===== config.mk =====
export PLATFORM = sky130hd
export DESIGN_NAME = bitmap_first_fit_allocator_unit
export DESIGN_NICKNAME = d
export VERILOG_FILES = /design/src/design/bffa_pkg.sv /design/src/design/bffa_run_scan.sv /design/src/design/bffa_map.sv /design/src/design/bitmap_first_fit_allocator_unit.sv
export SDC_FILE = /design/constraint.sdc
export NUM_CORES = 2
export LEC_CHECK = 0
export BUFFER_PORTS_ARGS = -buffer_cell sky130_fd_sc_hd__buf_2
export CAP_MARGIN = 40
export CORE_ASPECT_RATIO = 1.2
export CORE_MARGIN = 2
export CORE_UTILIZATION = 64
export DETAILED_ROUTE_END_ITERATION = 8
export GPL_TIMING_DRIVEN = 1
export PLACE_DENSITY = 0.81
export SYNTH_ARGS = -nofsm -noshare
export SYNTH_HDL_FRONTEND = slang
export SYNTH_SLANG_ARGS = --single-unit

===== constraint.sdc =====
create_clock -name aclk -period 17.8 [get_ports aclk]
set_input_delay 2.67 -clock aclk [delete_from_list [all_inputs] [get_ports aclk]]
set_output_delay 2.67 -clock aclk [all_outputs]
set_load 0.02 [all_outputs]

===== src/design/bffa_pkg.sv =====
`timescale 1ns / 1ps

package bffa_pkg;

    localparam int POOL_UNITS  = 1024;
    localparam int UNIT_BYTES  = 16;
    localparam int POOL_BYTES  = 16384;

    localparam int WORD_BITS   = 32;
    localparam int WORD_SHIFT  = $clog2(WORD_BITS);
    localparam int MAP_WORDS   = POOL_UNITS / WORD_BITS;
    localparam int WORD_IDX_W  = $clog2(MAP_WORDS);
    localparam int UNIT_W      = $clog2(POOL_UNITS);
    localparam int CNT_W       = UNIT_W + 1;
    localparam int UNIT_SHIFT  = $clog2(UNIT_BYTES);
    localparam int FIRST_START = 32;
    localparam int SCAN_STEP   = 8;
    localparam int STEP_SHIFT  = $clog2(SCAN_STEP);
    localparam int LAST_POS    = POOL_UNITS - SCAN_STEP;
    localparam int ADDR_W      = 34;

    typedef enum logic [1:0] {
        ST_GRANTED   = 2'd0,
        ST_BAD       = 2'd1,
        ST_NOSPACE   = 2'd2,
        ST_ALIGN_OVF = 2'd3
    } status_t;

    typedef enum logic [2:0] {
        S_IDLE,
        S_SCAN,
        S_MARK,
        S_ADDR,
        S_ALIGN,
        S_CHECK,
        S_RESULT
    } state_t;

    typedef struct packed {
        logic                  en;
        logic [WORD_IDX_W-1:0] word;
        logic [WORD_SHIFT-1:0] lo;
        logic [WORD_SHIFT-1:0] hi;
    } map_wr_t;

    typedef struct packed {
        logic              found;
        logic [UNIT_W-1:0] start;
        logic [CNT_W-1:0]  run_len;
        logic [CNT_W-1:0]  run_start;
    } scan_res_t;

endpackage


===== src/design/bffa_run_scan.sv =====
`timescale 1ns / 1ps

module bffa_run_scan (
    input  logic [bffa_pkg::SCAN_STEP-1:0] chunk,
    input  logic [bffa_pkg::UNIT_W-1:0]    pos,
    input  logic [bffa_pkg::CNT_W-1:0]     run_len,
    input  logic [bffa_pkg::CNT_W-1:0]     run_start,
    input  logic [bffa_pkg::CNT_W-1:0]     needed,
    output bffa_pkg::scan_res_t            res
);
    import bffa_pkg::*;

    always_comb begin
        logic [CNT_W-1:0]  len;
        logic [CNT_W-1:0]  st;
        logic              found;
        logic [UNIT_W-1:0] fs;
        len   = run_len;
        st    = run_start;
        found = 1'b0;
        fs    = '0;
        for (int i = 0; i < SCAN_STEP; i++) begin
            if (!found) begin
                if (chunk[i]) begin
                    len = '0;
                    st  = CNT_W'({1'b0, pos}) + CNT_W'(i + 1);
                end else begin
                    len = len + CNT_W'(1);
                    if (len == needed) begin
                        found = 1'b1;
                        fs    = st[UNIT_W-1:0];
                    end
                end
            end
        end
        res.found     = found;
        res.start     = fs;
        res.run_len   = len;
        res.run_start = st;
    end

endmodule


===== src/design/bffa_map.sv =====
`timescale 1ns / 1ps

module bffa_map (
    input  logic                            aclk,
    input  logic                            aresetn,
    input  logic [bffa_pkg::WORD_IDX_W-1:0] rd_word,
    output logic [bffa_pkg::WORD_BITS-1:0]  rd_data,
    input  bffa_pkg::map_wr_t               wr
);
    import bffa_pkg::*;

    logic [WORD_BITS-1:0] map_reg [MAP_WORDS];
    logic [WORD_BITS-1:0] rd_data_reg;
    logic [WORD_BITS-1:0] mask;

    // bits lo..hi inclusive
    assign mask = ({WORD_BITS{1'b1}} << wr.lo)
                & ({WORD_BITS{1'b1}} >> (WORD_SHIFT'(WORD_BITS - 1) - wr.hi));

    assign rd_data = rd_data_reg;

    always_ff @(posedge aclk) begin
        rd_data_reg <= map_reg[rd_word];
    end

    always_ff @(posedge aclk) begin
        if (!aresetn) begin
            for (int w = 0; w < MAP_WORDS; w++) begin
                map_reg[w] <= '0;
            end
        end else if (wr.en) begin
            map_reg[wr.word] <= map_reg[wr.word] | mask;
        end
    end

endmodule


===== src/design/bitmap_first_fit_allocator_unit.sv =====
`timescale 1ns / 1ps

// First-fit unit allocator over a used-unit bitmap.
// Input channel s_*: one request per transaction (byte size, alignment exponent).
// Output channel m_*: one status/address result per request.
// cfg_we/cfg_wdata write the pool base address; write only while idle.
// A request is taken only in idle; s_ready stays low until its result has been
// loaded into the output register, so one request is in flight at a time.
// Bad requests go from idle straight to the result state, without a scan.
// Otherwise the map is scanned 8 units per cycle from unit 32 upward by the
// 8-unit run scanner, then the found run is marked one map word per cycle,
// then S_ADDR, S_ALIGN and S_CHECK form the address, align it and check its
// range, then S_RESULT loads the output register once that register is free.
// If the receiver stalls, the result waits in the output register; the next
// request may be accepted meanwhile, and its result waits until it is taken.
// Reset (synchronous, active low) clears the map to all free, the pool base
// to zero, and empties the output register.
module bitmap_first_fit_allocator_unit (
    input  logic                 aclk,
    input  logic                 aresetn,
    input  logic                 cfg_we,
    input  logic [31:0]          cfg_wdata,
    input  logic                 s_valid,
    output logic                 s_ready,
    input  logic [19:0]          s_request_size,
    input  logic [4:0]           s_align_log2,
    output logic                 m_valid,
    input  logic                 m_ready,
    output logic [1:0]           m_status,
    output logic [31:0]          m_address
);
    import bffa_pkg::*;

    state_t                state_reg, state_next;
    logic [31:0]           pool_base_reg;
    logic [19:0]           size_reg, size_next;
    logic [4:0]            alog_reg, alog_next;
    logic [CNT_W-1:0]      needed_reg, needed_next;
    logic [UNIT_W-1:0]     pos_reg, pos_next;
    logic [CNT_W-1:0]      run_len_reg, run_len_next;
    logic [CNT_W-1:0]      run_start_reg, run_start_next;
    logic [UNIT_W-1:0]     start_reg, start_next;
    logic [UNIT_W-1:0]     last_reg, last_next;
    logic [WORD_IDX_W-1:0] mark_word_reg, mark_word_next;
    logic [ADDR_W-1:0]     addr_reg, addr_next;
    logic [ADDR_W-1:0]     pool_lim_reg, pool_lim_next;
    logic [ADDR_W-1:0]     aligned_reg, aligned_next;
    status_t               res_status_reg, res_status_next;
    logic [31:0]           res_addr_reg, res_addr_next;
    logic                  m_valid_reg, m_valid_next;
    status_t               m_status_reg, m_status_next;
    logic [31:0]           m_address_reg, m_address_next;

    logic [WORD_BITS-1:0]  rd_data;
    logic [SCAN_STEP-1:0]  chunk;
    scan_res_t             scan;
    map_wr_t               map_wr;
    logic                  bad_req;
    logic [ADDR_W-1:0]     amask;
    logic [20:0]           size_round;

    assign chunk = rd_data[{pos_reg[WORD_SHIFT-1:STEP_SHIFT], STEP_SHIFT'(0)} +: SCAN_STEP];

    // map word is read through a register, addressed from the next scan position
    bffa_map u_map (
        .aclk    (aclk),
        .aresetn (aresetn),
        .rd_word (pos_next[UNIT_W-1:WORD_SHIFT]),
        .rd_data (rd_data),
        .wr      (map_wr)
    );

    bffa_run_scan u_scan (
        .chunk     (chunk),
        .pos       (pos_reg),
        .run_len   (run_len_reg),
        .run_start (run_start_reg),
        .needed    (needed_reg),
        .res       (scan)
    );

    assign bad_req = (pool_base_reg == 32'd0) || (s_request_size == 20'd0)
                   || (32'(s_request_size) > 32'(POOL_BYTES));
    assign size_round = {1'b0, s_request_size} + 21'(UNIT_BYTES - 1);
    assign amask = (ADDR_W'(1) << alog_reg) - ADDR_W'(1);

    always_comb begin
        state_next      = state_reg;
        size_next       = size_reg;
        alog_next       = alog_reg;
        needed_next     = needed_reg;
        pos_next        = pos_reg;
        run_len_next    = run_len_reg;
        run_start_next  = run_start_reg;
        start_next      = start_reg;
        last_next       = last_reg;
        mark_word_next  = mark_word_reg;
        addr_next       = addr_reg;
        pool_lim_next   = pool_lim_reg;
        aligned_next    = aligned_reg;
        res_status_next = res_status_reg;
        res_addr_next   = res_addr_reg;
        m_valid_next    = m_valid_reg && !m_ready;
        m_status_next   = m_status_reg;
        m_address_next  = m_address_reg;
        map_wr.en       = 1'b0;
        map_wr.word     = mark_word_reg;
        map_wr.lo       = '0;
        map_wr.hi       = WORD_SHIFT'(WORD_BITS - 1);

        case (state_reg)
            S_IDLE: begin
                if (s_valid) begin
                    size_next     = s_request_size;
                    alog_next     = s_align_log2;
                    needed_next   = CNT_W'(size_round >> UNIT_SHIFT);
                    pos_next      = UNIT_W'(FIRST_START);
                    run_len_next  = '0;
                    run_start_next = CNT_W'(FIRST_START);
                    pool_lim_next = ADDR_W'(pool_base_reg) + ADDR_W'(POOL_BYTES);
                    if (bad_req) begin
                        res_status_next = ST_BAD;
                        res_addr_next   = '0;
                        state_next      = S_RESULT;
                    end else begin
                        state_next = S_SCAN;
                    end
                end
            end
            S_SCAN: begin
                if (scan.found) begin
                    start_next     = scan.start;
                    last_next      = scan.start + UNIT_W'(needed_reg - CNT_W'(1));
                    mark_word_next = scan.start[UNIT_W-1:WORD_SHIFT];
                    state_next     = S_MARK;
                end else if (pos_reg == UNIT_W'(LAST_POS)) begin
                    res_status_next = ST_NOSPACE;
                    res_addr_next   = '0;
                    state_next      = S_RESULT;
                end else begin
                    pos_next       = pos_reg + UNIT_W'(SCAN_STEP);
                    run_len_next   = scan.run_len;
                    run_start_next = scan.run_start;
                end
            end
            S_MARK: begin
                map_wr.en = 1'b1;
                if (mark_word_reg == start_reg[UNIT_W-1:WORD_SHIFT]) begin
                    map_wr.lo = start_reg[WORD_SHIFT-1:0];
                end
                if (mark_word_reg == last_reg[UNIT_W-1:WORD_SHIFT]) begin
                    map_wr.hi  = last_reg[WORD_SHIFT-1:0];
                    state_next = S_ADDR;
                end else begin
                    mark_word_next = mark_word_reg + WORD_IDX_W'(1);
                end
            end
            S_ADDR: begin
                addr_next  = ADDR_W'(pool_base_reg) + (ADDR_W'(start_reg) << UNIT_SHIFT);
                state_next = S_ALIGN;
            end
            S_ALIGN: begin
                aligned_next = (addr_reg + amask) & ~amask;
                state_next   = S_CHECK;
            end
            S_CHECK: begin
                if ((aligned_reg + ADDR_W'(size_reg) > pool_lim_reg)
                    || (aligned_reg[ADDR_W-1:32] != '0)) begin
                    res_status_next = ST_ALIGN_OVF;
                    res_addr_next   = '0;
                end else begin
                    res_status_next = ST_GRANTED;
                    res_addr_next   = aligned_reg[31:0];
                end
                state_next = S_RESULT;
            end
            S_RESULT: begin
                if (!m_valid_reg || m_ready) begin
                    m_valid_next   = 1'b1;
                    m_status_next  = res_status_reg;
                    m_address_next = res_addr_reg;
                    state_next     = S_IDLE;
                end
            end
            default: begin
                state_next = S_IDLE;
            end
        endcase
    end

    always_ff @(posedge aclk) begin
        if (!aresetn) begin
            state_reg     <= S_IDLE;
            m_valid_reg   <= 1'b0;
            pool_base_reg <= '0;
        end else begin
            state_reg   <= state_next;
            m_valid_reg <= m_valid_next;
            if (cfg_we) begin
                pool_base_reg <= cfg_wdata;
            end
        end
    end

    always_ff @(posedge aclk) begin
        size_reg       <= size_next;
        alog_reg       <= alog_next;
        needed_reg     <= needed_next;
        pos_reg        <= pos_next;
        run_len_reg    <= run_len_next;
        run_start_reg  <= run_start_next;
        start_reg      <= start_next;
        last_reg       <= last_next;
        mark_word_reg  <= mark_word_next;
        addr_reg       <= addr_next;
        pool_lim_reg   <= pool_lim_next;
        aligned_reg    <= aligned_next;
        res_status_reg <= res_status_next;
        res_addr_reg   <= res_addr_next;
        m_status_reg   <= m_status_next;
        m_address_reg  <= m_address_next;
    end

    assign s_ready   = (state_reg == S_IDLE);
    assign m_valid   = m_valid_reg;
    assign m_status  = m_status_reg;
    assign m_address = m_address_reg;

`ifndef SYNTHESIS
    a_fail_addr_zero: assert property (@(posedge aclk) disable iff (!aresetn)
        (m_valid && (m_status != ST_GRANTED)) |-> (m_address == 32'd0))
        else $error("failed request carries nonzero address");

    a_one_in_flight: assert property (@(posedge aclk) disable iff (!aresetn)
        (s_valid && s_ready) |=> !s_ready)
        else $error("request accepted while another is in flight");

    a_mark_after_found: assert property (@(posedge aclk) disable iff (!aresetn)
        (state_reg == S_SCAN && scan.found) |=> (state_reg == S_MARK && map_wr.en))
        else $error("found run not marked");
`endif

endmodule

## Word-level counts from Yosys, hierarchy flattened

Memories as Yosys holds them, arrays and structs flattened. A register that Yosys moved wholly into a read port is not among the register bits.
Index checks and enable logic that the tools add are counted.

- Add/sub/neg operators: 27
- $lt $le $gt $ge: 2
- Equality and inequality tests: 27
- Shift operators: 4
- Multiplexer cells: 124
- Bitwise gates (word level): 4
- Reduce and logical (&&, ||, !) cells: 22

Operators with widths:

| cell | number |
|---|---|
| 11-bit two-way mux | 36 |
| 10-bit two-way mux | 27 |
| 32-bit two-way mux | 6 |
| 32-bit one-hot mux with 3 select lines | 1 |
| 11-bit by 1-bit adder with 11-bit output, second input constant | 8 |
| 11-bit equality test | 8 |
| 10-bit by 3-bit adder with 11-bit output, second input constant | 4 |
| 11-bit one-hot mux with 2 select lines | 2 |
| 34-bit by 20-bit adder with 34-bit output | 1 |
| 34-bit adder | 1 |
| 34-bit AND | 1 |
| 34-bit > comparator | 1 |
| 34-bit NOT | 1 |
| 1-bit by 5-bit left shift with 34-bit output, first input constant | 1 |
| 34-bit by 2-bit subtractor with 34-bit output, second input constant | 1 |
| 32-bit by 14-bit adder with 33-bit output | 1 |
| 32-bit by 15-bit adder with 33-bit output, second input constant | 1 |
| 32-bit AND | 1 |
| 32-bit logical NOT | 1 |
| 32-bit OR | 1 |
| 32-bit OR reduction | 1 |
| 32-bit by 6-bit indexed part select with 8-bit output | 1 |
| 32-bit by 5-bit left shift with 32-bit output, first input constant | 1 |
| 32-bit by 5-bit right shift with 32-bit output, first input constant | 1 |
| other kinds (37) | 102 |

- Register bits: 299
- RAM bits: 1,024
- Input bits: 62
- Output and inout port bits: 36
- Word-level logic and storage cells: 231
- Memories: 1

Memories:

| memory | words | width | read ports | clocked after Yosys merged registers in | wr ports | line | RTL |
|---|---|---|---|---|---|---|---|
| u_map.map_reg | 32 | 32 | 2 | 2 | 32 | bffa_map.sv:12 | `logic [WORD_BITS-1:0] map_reg [MAP_WORDS];` |

## Depth between registers and ports, before layout

- Word-level depth: 28
- Depth in mapped cells: 68
- Depth with buffers taken out: 57

## By module

A second synthesis with hierarchy kept.

- Cell total of the unflattened synthesis: 6,936
- Area total of the unflattened synthesis: 80,651.1 um^2

By module, submodules not included:

| module | times used | cells each | area each (um^2) | seq. area each (um^2) |
|---|---|---|---|---|
| bffa_map | 1 | 3,875 | 54,010.6 | 31,390.1 |
| bitmap_first_fit_allocator_unit | 1 | 1,560 | 16,935.0 | 8,418.1 |
| bffa_run_scan | 1 | 1,501 | 9,705.6 | 0.0 |

## Least setup slack after synthesis

Ideal clock, no wire load.

- Path kind: register to register
- Start point: register pos_reg[3]
- End point: register res_addr_reg[0], enable pin
- Setup time: 0.477 ns
- Data arrival time: 13.977 ns
- Data required time: 17.323 ns
- Setup slack: 3.346 ns
- Cell stages (with the launch flop): 54
- Path buffers: 13
- Clock period less this slack: 14.454 ns
- Path through: edfxtp_1 buf_2 mux4_2 buf_2 buf_1 clkbuf_1 nor2b_1 ha_1 clkbuf_1 nand2_1 a221o_1 o31a_1 or4_1 o211a_1 and4_4 buf_2 buf_2 nor2_1 (+18 left out) a2111oi_2 and3_1 buf_4 nor2_2 buf_2 clkbuf_1 a21oi_1 ha_1 inv_1 a221o_1 or2_1 o21bai_1 and4_1 and4_4 buf_6 nor2_1 nor2_1 a211oi_1

- Cells in the longest elaborated chain, start to end: 27
- Elaborated cells between the ends (all ways): 54
- Classes of those cells: 7 x add/sub; 10 x eq/ne; 1 x shift; 35 x mux; 1 x reduce/logical

Ends and longest elaborated chain:

| item | line | RTL |
|---|---|---|
| start: declaration | bitmap_first_fit_allocator_unit.sv:39 | `logic [UNIT_W-1:0] pos_reg, pos_next;` |
| start signal: assignment | bitmap_first_fit_allocator_unit.sv:209 | `pos_reg <= pos_next;` |
| 32-bit by 6-bit indexed part select with 8-bit output | bitmap_first_fit_allocator_unit.sv:62 | `assign chunk = rd_data[{pos_reg[WORD_SHIFT-1:STEP_SHIFT], STEP_SHIFT'(0)} +: SCAN_STEP];` |
| 11-bit two-way mux | bffa_run_scan.sv:24 | `if (chunk[i]) begin` |
| 11-bit by 1-bit adder with 11-bit output | bffa_run_scan.sv:28 | `len = len + CNT_W'(1);` |
| 11-bit two-way mux / 11-bit equality test (equally long branches) | bffa_run_scan.sv:24, bffa_run_scan.sv:29 |  |
| 11-bit two-way mux / 1-bit two-way mux (equally long branches) | bffa_run_scan.sv:23, bffa_run_scan.sv:29 |  |
| 11-bit by 1-bit adder with 11-bit output / 1-bit two-way mux (equally long branches) | bffa_run_scan.sv:28, bffa_run_scan.sv:24 |  |
| 11-bit two-way mux (tied with other cells) | bffa_run_scan.sv:24 |  |
| 11-bit two-way mux / 1-bit two-way mux (equally long branches) | bffa_run_scan.sv:23, bffa_run_scan.sv:29 |  |
| (+11 left out) | - |  |
| 11-bit two-way mux | bffa_run_scan.sv:23 | `if (!found) begin` |
| 11-bit by 1-bit adder with 11-bit output | bffa_run_scan.sv:28 |  |
| 11-bit equality test | bffa_run_scan.sv:29 | `if (len == needed) begin` |
| 1-bit two-way mux | bffa_run_scan.sv:29 |  |
| 1-bit two-way mux | bffa_run_scan.sv:24 |  |
| 1-bit two-way mux | bffa_run_scan.sv:23 |  |
| 2-bit != test (no line) | - |  |
| 5-bit AND reduction (no line) * | - |  |
| end signal: assignment | bitmap_first_fit_allocator_unit.sv:219 | `res_addr_reg <= res_addr_next;` |
| end: declaration | bitmap_first_fit_allocator_unit.sv:49 | `logic [31:0] res_addr_reg, res_addr_next;` |

Mark *: on every way between the ends. The rest lies on a longest branch, timed or not.
A chain may end at the register's enable or synchronous reset.

## Worst setup path in the final report

- Start point: register run_len_reg[0]
- End point: register u_map.rd_data_reg[22] (netlist: u_map.rd_data[22]), read port of u_map.map_reg

- Cells in the longest elaborated chain, start to end: 27
- Elaborated cells between the ends (all ways): 54
- Classes of those cells: 8 x add/sub; 8 x eq/ne; 38 x mux

Ends and longest elaborated chain:

| item | line | RTL |
|---|---|---|
| start: declaration | bitmap_first_fit_allocator_unit.sv:40 | `logic [CNT_W-1:0] run_len_reg, run_len_next;` |
| start signal: assignment | bitmap_first_fit_allocator_unit.sv:210 | `run_len_reg <= run_len_next;` |
| 11-bit by 1-bit adder with 11-bit output * | bffa_run_scan.sv:28 |  |
| 11-bit two-way mux / 11-bit equality test (equally long branches) | bffa_run_scan.sv:24, bffa_run_scan.sv:29 |  |
| 11-bit by 1-bit adder with 11-bit output / 1-bit two-way mux (equally long branches) | bffa_run_scan.sv:28, bffa_run_scan.sv:29 |  |
| 11-bit two-way mux (tied with other cells) | bffa_run_scan.sv:24 |  |
| 11-bit two-way mux / 1-bit two-way mux (equally long branches) | bffa_run_scan.sv:23, bffa_run_scan.sv:29 |  |
| 11-bit by 1-bit adder with 11-bit output / 1-bit two-way mux (equally long branches) | bffa_run_scan.sv:28, bffa_run_scan.sv:24 |  |
| 11-bit two-way mux (tied with other cells) | bffa_run_scan.sv:24 |  |
| 11-bit two-way mux / 1-bit two-way mux (equally long branches) | bffa_run_scan.sv:23, bffa_run_scan.sv:29 |  |
| (+12 left out) | - |  |
| 11-bit by 1-bit adder with 11-bit output | bffa_run_scan.sv:28 |  |
| 11-bit equality test | bffa_run_scan.sv:29 |  |
| 1-bit two-way mux | bffa_run_scan.sv:29 |  |
| 1-bit two-way mux | bffa_run_scan.sv:24 |  |
| 1-bit two-way mux * | bffa_run_scan.sv:23 |  |
| 10-bit two-way mux * | bitmap_first_fit_allocator_unit.sv:131 | `if (scan.found) begin` |
| 10-bit one-hot mux with 2 select lines * | bitmap_first_fit_allocator_unit.sv:111 | `case (state_reg)` |
| named net pos_next[6] | bitmap_first_fit_allocator_unit.sv:39 |  |
| end: declaration | bffa_map.sv:13 | `logic [WORD_BITS-1:0] rd_data_reg;` |

The timed path passes the listed nets; every way through them passes the cells marked *. The select of a mux whose other input is x is not followed.

==> qor.csv <==
stage,metric,value,unit
outcome,status,"finished, violations left",
outcome,violated checks,DRC,
detailed_routing,Post-route DRC,24,
sta,endpoints failing setup,0,
clocking,Post-CTS Resized,0,
sta,Total Neg Setup Slack,0,ps
sta,Tcrit/Tclk final,92.9,%
critical_path,CP max stage delay,850,ps
clocking,deepest clock path buffer count,3,
global_route,largest net degree at the start of global routing,134,
global_route,initial antenna violation count,4,
yosys,syn avg cell area,11.5,um^2
power_and_ir_drop,VDD IR max,0.000126,V
sta,RSZ-0062 raised after global routing,false,
yosys,Post-synth EDFFs,1276,
sta,max-slew violations,0,
yosys,ys flop type,edfxtp_1,
yosys,yosys warns,0,
detailed_routing,DR iter-0 viols,11500,
floorplanning,die height,386,um
min_path,worst min-delay path class,register to register,
detailed_routing,first drt pass iteration count,9,
global_route,vias in the first global route,61000,
sta,Worst Tran Pin Value,1010,ps
yosys,cell taking the most area after synthesis,edfxtp_1,
floorplanning,core box area,121000,um^2
yosys,"FFs w/ async S/R, synth",0,%
min_path,hold endpoint,m_address[29]$_DFFE_PP_,
critical_path,CP most frequent cell,ha_1,
detailed_routing,Routed WL,277000,um
detailed_routing,Antenna Nets Post-Route,0,
detailed_routing,per-cell routed wire length,32.9,um
placement,Post-DP HPWL,166000,um
floorplanning,chip width,322,um
sta,Layout Skew,39.1,ps
critical_path,origin of the critical flop-to-flop path,run_len_reg[0]$_SDFFCE_PN0P_,
clocking,post-CTS setup buffer count,0,
final_layout,max reg flops,1024,
sta,final hold vios,0,
critical_path,Worst setup EP type,register,
global_route,GRT overflow,0,
critical_path,required time of the critical path,18540,ps
yosys,Yosys top cell area share,49.2,%
run,max-cap viol count,0,
min_path,min-delay src,res_addr_reg[29]$_SDFFCE_PP0P_,
critical_path,"setup slack, reg-to-reg",1260,ps
floorplanning,Cell Rows,140,
critical_path,CP Launch Type,register,
sta,fmax,60.5,MHz
final_layout,fillers,8092,
floorplanning,die area,124000,um^2
critical_path,crit-path max FO,28,
placement,number of port buffers,97,
yosys,largest cells by area after synthesis,"edfxtp_1 (49%), mux4_2 (9.3%), nor2_1 (6.0%), mux2_2 (4.1%), ha_1 (2.1%)",
detailed_routing,Via-to-Cell Ratio,7.53,
clocking,CTS tree,yes,
final_layout,P&R area growth vs syn,9.22,%
global_route,global-route wire length before repair,398000,um
clocking,clk_lat worst skew,810,ps
final_layout,fraction of layout cells with a size suffix above 1,19.4,%
clocking,TritonCTS Buffers,137,
placement,routability cong.,0.975,
critical_path,critical path type,register to register,
floorplanning,Ports,98,
clocking,clock sinks,1354,
sta,Slew HR,32.6,%
min_path,hold path cells,0,
yosys,Post-Synthesis Cells,6785,
clocking,Hold Buf Count CTS,0,
final_layout,final std cells w/o fill,8414,
floorplanning,initial core utilization,64.3,%
sta,Tmin final,16540,ps
clocking,"Reg clk slew, reported paths",60,ps
power_and_ir_drop,pwr/cell area,145,nW/um^2
placement,placed cells,8149,
clocking,Root Driver,clkbuf_16,
critical_path,critical path's slowest cell,or4_1,
yosys,cell area after synthesis,77800,um^2
yosys,post-synthesis sequential area ratio,51.2,%
final_layout,final net count,6854,
critical_path,crit path DAT,17280,ps
detailed_routing,vias after detailed routing,63400,
critical_path,reg2reg path depth,49,
critical_path,r2r endpoint,u_map.rd_data[22]$_DFF_P_,
global_route,GR Util All Layers,44.3,%
yosys,Cell variety after synth,130,
yosys,Seq cells post-synth,1354,
power_and_ir_drop,Leak,31.7,nW
clocking,H-tree depth,4,
per-stage QoR:
stage	hold WS [ps]	setup WS, ps	power (mW)	cell area, um^2	util (%)
4_1_cts	417	1670	12.1	85000	70.2
3_5_place_dp	405	1660	9.29	80600	66.6
3_3_place_gp	400	1900	9.14	79900	66.0
6_report	414	1260	12.3	85000	70.2
5_1_grt	423	218	12.7	85000	70.2
2_1_floorplan	400	3350	7.75	77800	-
worst max-delay path: cells and delay by family, from the launching register on:
family,cells,cell delay [ps]
and+or+nand+nor,22,8070
AOI/OAI and AO/OA,14,3680
adders and majority gates,4,1650
buffers and inverters,5,980
xor gates and xnor gates,3,830
DFF,1,810
muxes,1,370
cell families (layout without fill, tap and decap cells):
group                    Yosys count  after routing  share of synthesized area (%)
AND/OR/NAND/NOR                 2453           2453                           14.8
AO/OA/AOI/OAI                   1186           1186                           10.8
XOR/XNOR                         212            212                           2.49
other                              1              8                        0.00482
multiplexers                     707            707                           14.7
adder cells (fa/ha/maj)          132            132                           2.16
buffers and inverters            740            729                           3.82
flip-flops                      1354           1354                           51.2
synthesized netlist by cell type (144+ instances only):
master	instances
nor2_1	1241
xnor2_1	166
clkbuf_1	403
mux4_2	323
o22ai_1	144
inv_1	164
nand2_1	390
a21oi_1	156
a211oi_1	193
mux2_2	281
and2_1	149
o21ai_0	150
edfxtp_1	1276
how the worst max path moves through the flow:
stage | startpoint | to | slack (ps) | cells after the start
floorplan | pos_reg[3]$_DFFE_PP_ | res_addr_reg[0]$_SDFFCE_PP0P_ | 3350 | 53
global placement | run_len_reg[0]$_SDFFCE_PN0P_ | u_map.rd_data[9]$_DFF_P_ | 1900 | 48
detailed placement | run_len_reg[0]$_SDFFCE_PN0P_ | last_reg[9]$_DFFE_PP_ | 1660 | 55
CTS | run_len_reg[0]$_SDFFCE_PN0P_ | last_reg[9]$_DFFE_PP_ | 1670 | 55
global route | run_len_reg[0]$_SDFFCE_PN0P_ | last_reg[9]$_DFFE_PP_ | 220 | 55
finish | run_len_reg[0]$_SDFFCE_PN0P_ | u_map.rd_data[22]$_DFF_P_ | 1260 | 49
layout make-up:
type	count	area [um^2]	area share [%]
flip-flops and latches	1354	39900	46.9
multi-input cells	4692	35500	41.8
clock buffers	189	3850	4.53
repair buffers	299	2480	2.92
well taps	1633	2040	2.40
inverters	176	671	0.789
clock inverters	65	543	0.639
diodes	6	15.0	0.0177
cell usage in the layout, fill, tap and decap left out, types with 27 or more instances in the layout:
cell	synthesis	routed
a31oi_1	76	70
nand2_2	2	66
o22ai_1	144	144
mux2_2	281	281
buf_4	16	152
ha_1	128	128
a21oi_1	156	155
a211oi_1	193	187
clkbuf_1	403	34
nor3_1	118	117
dfxtp_1	78	73
mux4_2	323	323
xor2_1	39	39
a32oi_1	37	37
nor2b_1	64	64
inv_1	164	162
xnor2_1	166	166
nand4_1	48	48
nand2_1	390	326
nand3_1	78	76
and2_1	149	149
nor2_1	1241	1238
clkinv_1	5	27
clkbuf_16	0	141
edfxtp_1	1276	1276
o21bai_1	30	30
mux2i_1	102	102
a21o_1	96	96
buf_2	87	104
o21ai_0	150	149
and3_1	55	55
and4_1	46	46
nor4_1	97	97
metal layers:
metal	vias up	wire length [um]	part of all wire [%]	global-route usage, %
met4	7	26600	9.6	32.8
met1	30100	85500	31	51.8
met2	6160	120000	43	66.0
met3	1810	44800	16	17.9
met5	-	142	0.051	0.741
li1	25300	-	-	-
where the power goes:
part	switching [mW]	internal, mW	total (mW)
Combinational	3.12	2.07	5.20
Sequential	0.404	3.87	4.27
Clock	1.28	1.57	2.85
Power figures use the tool's default switching activity.
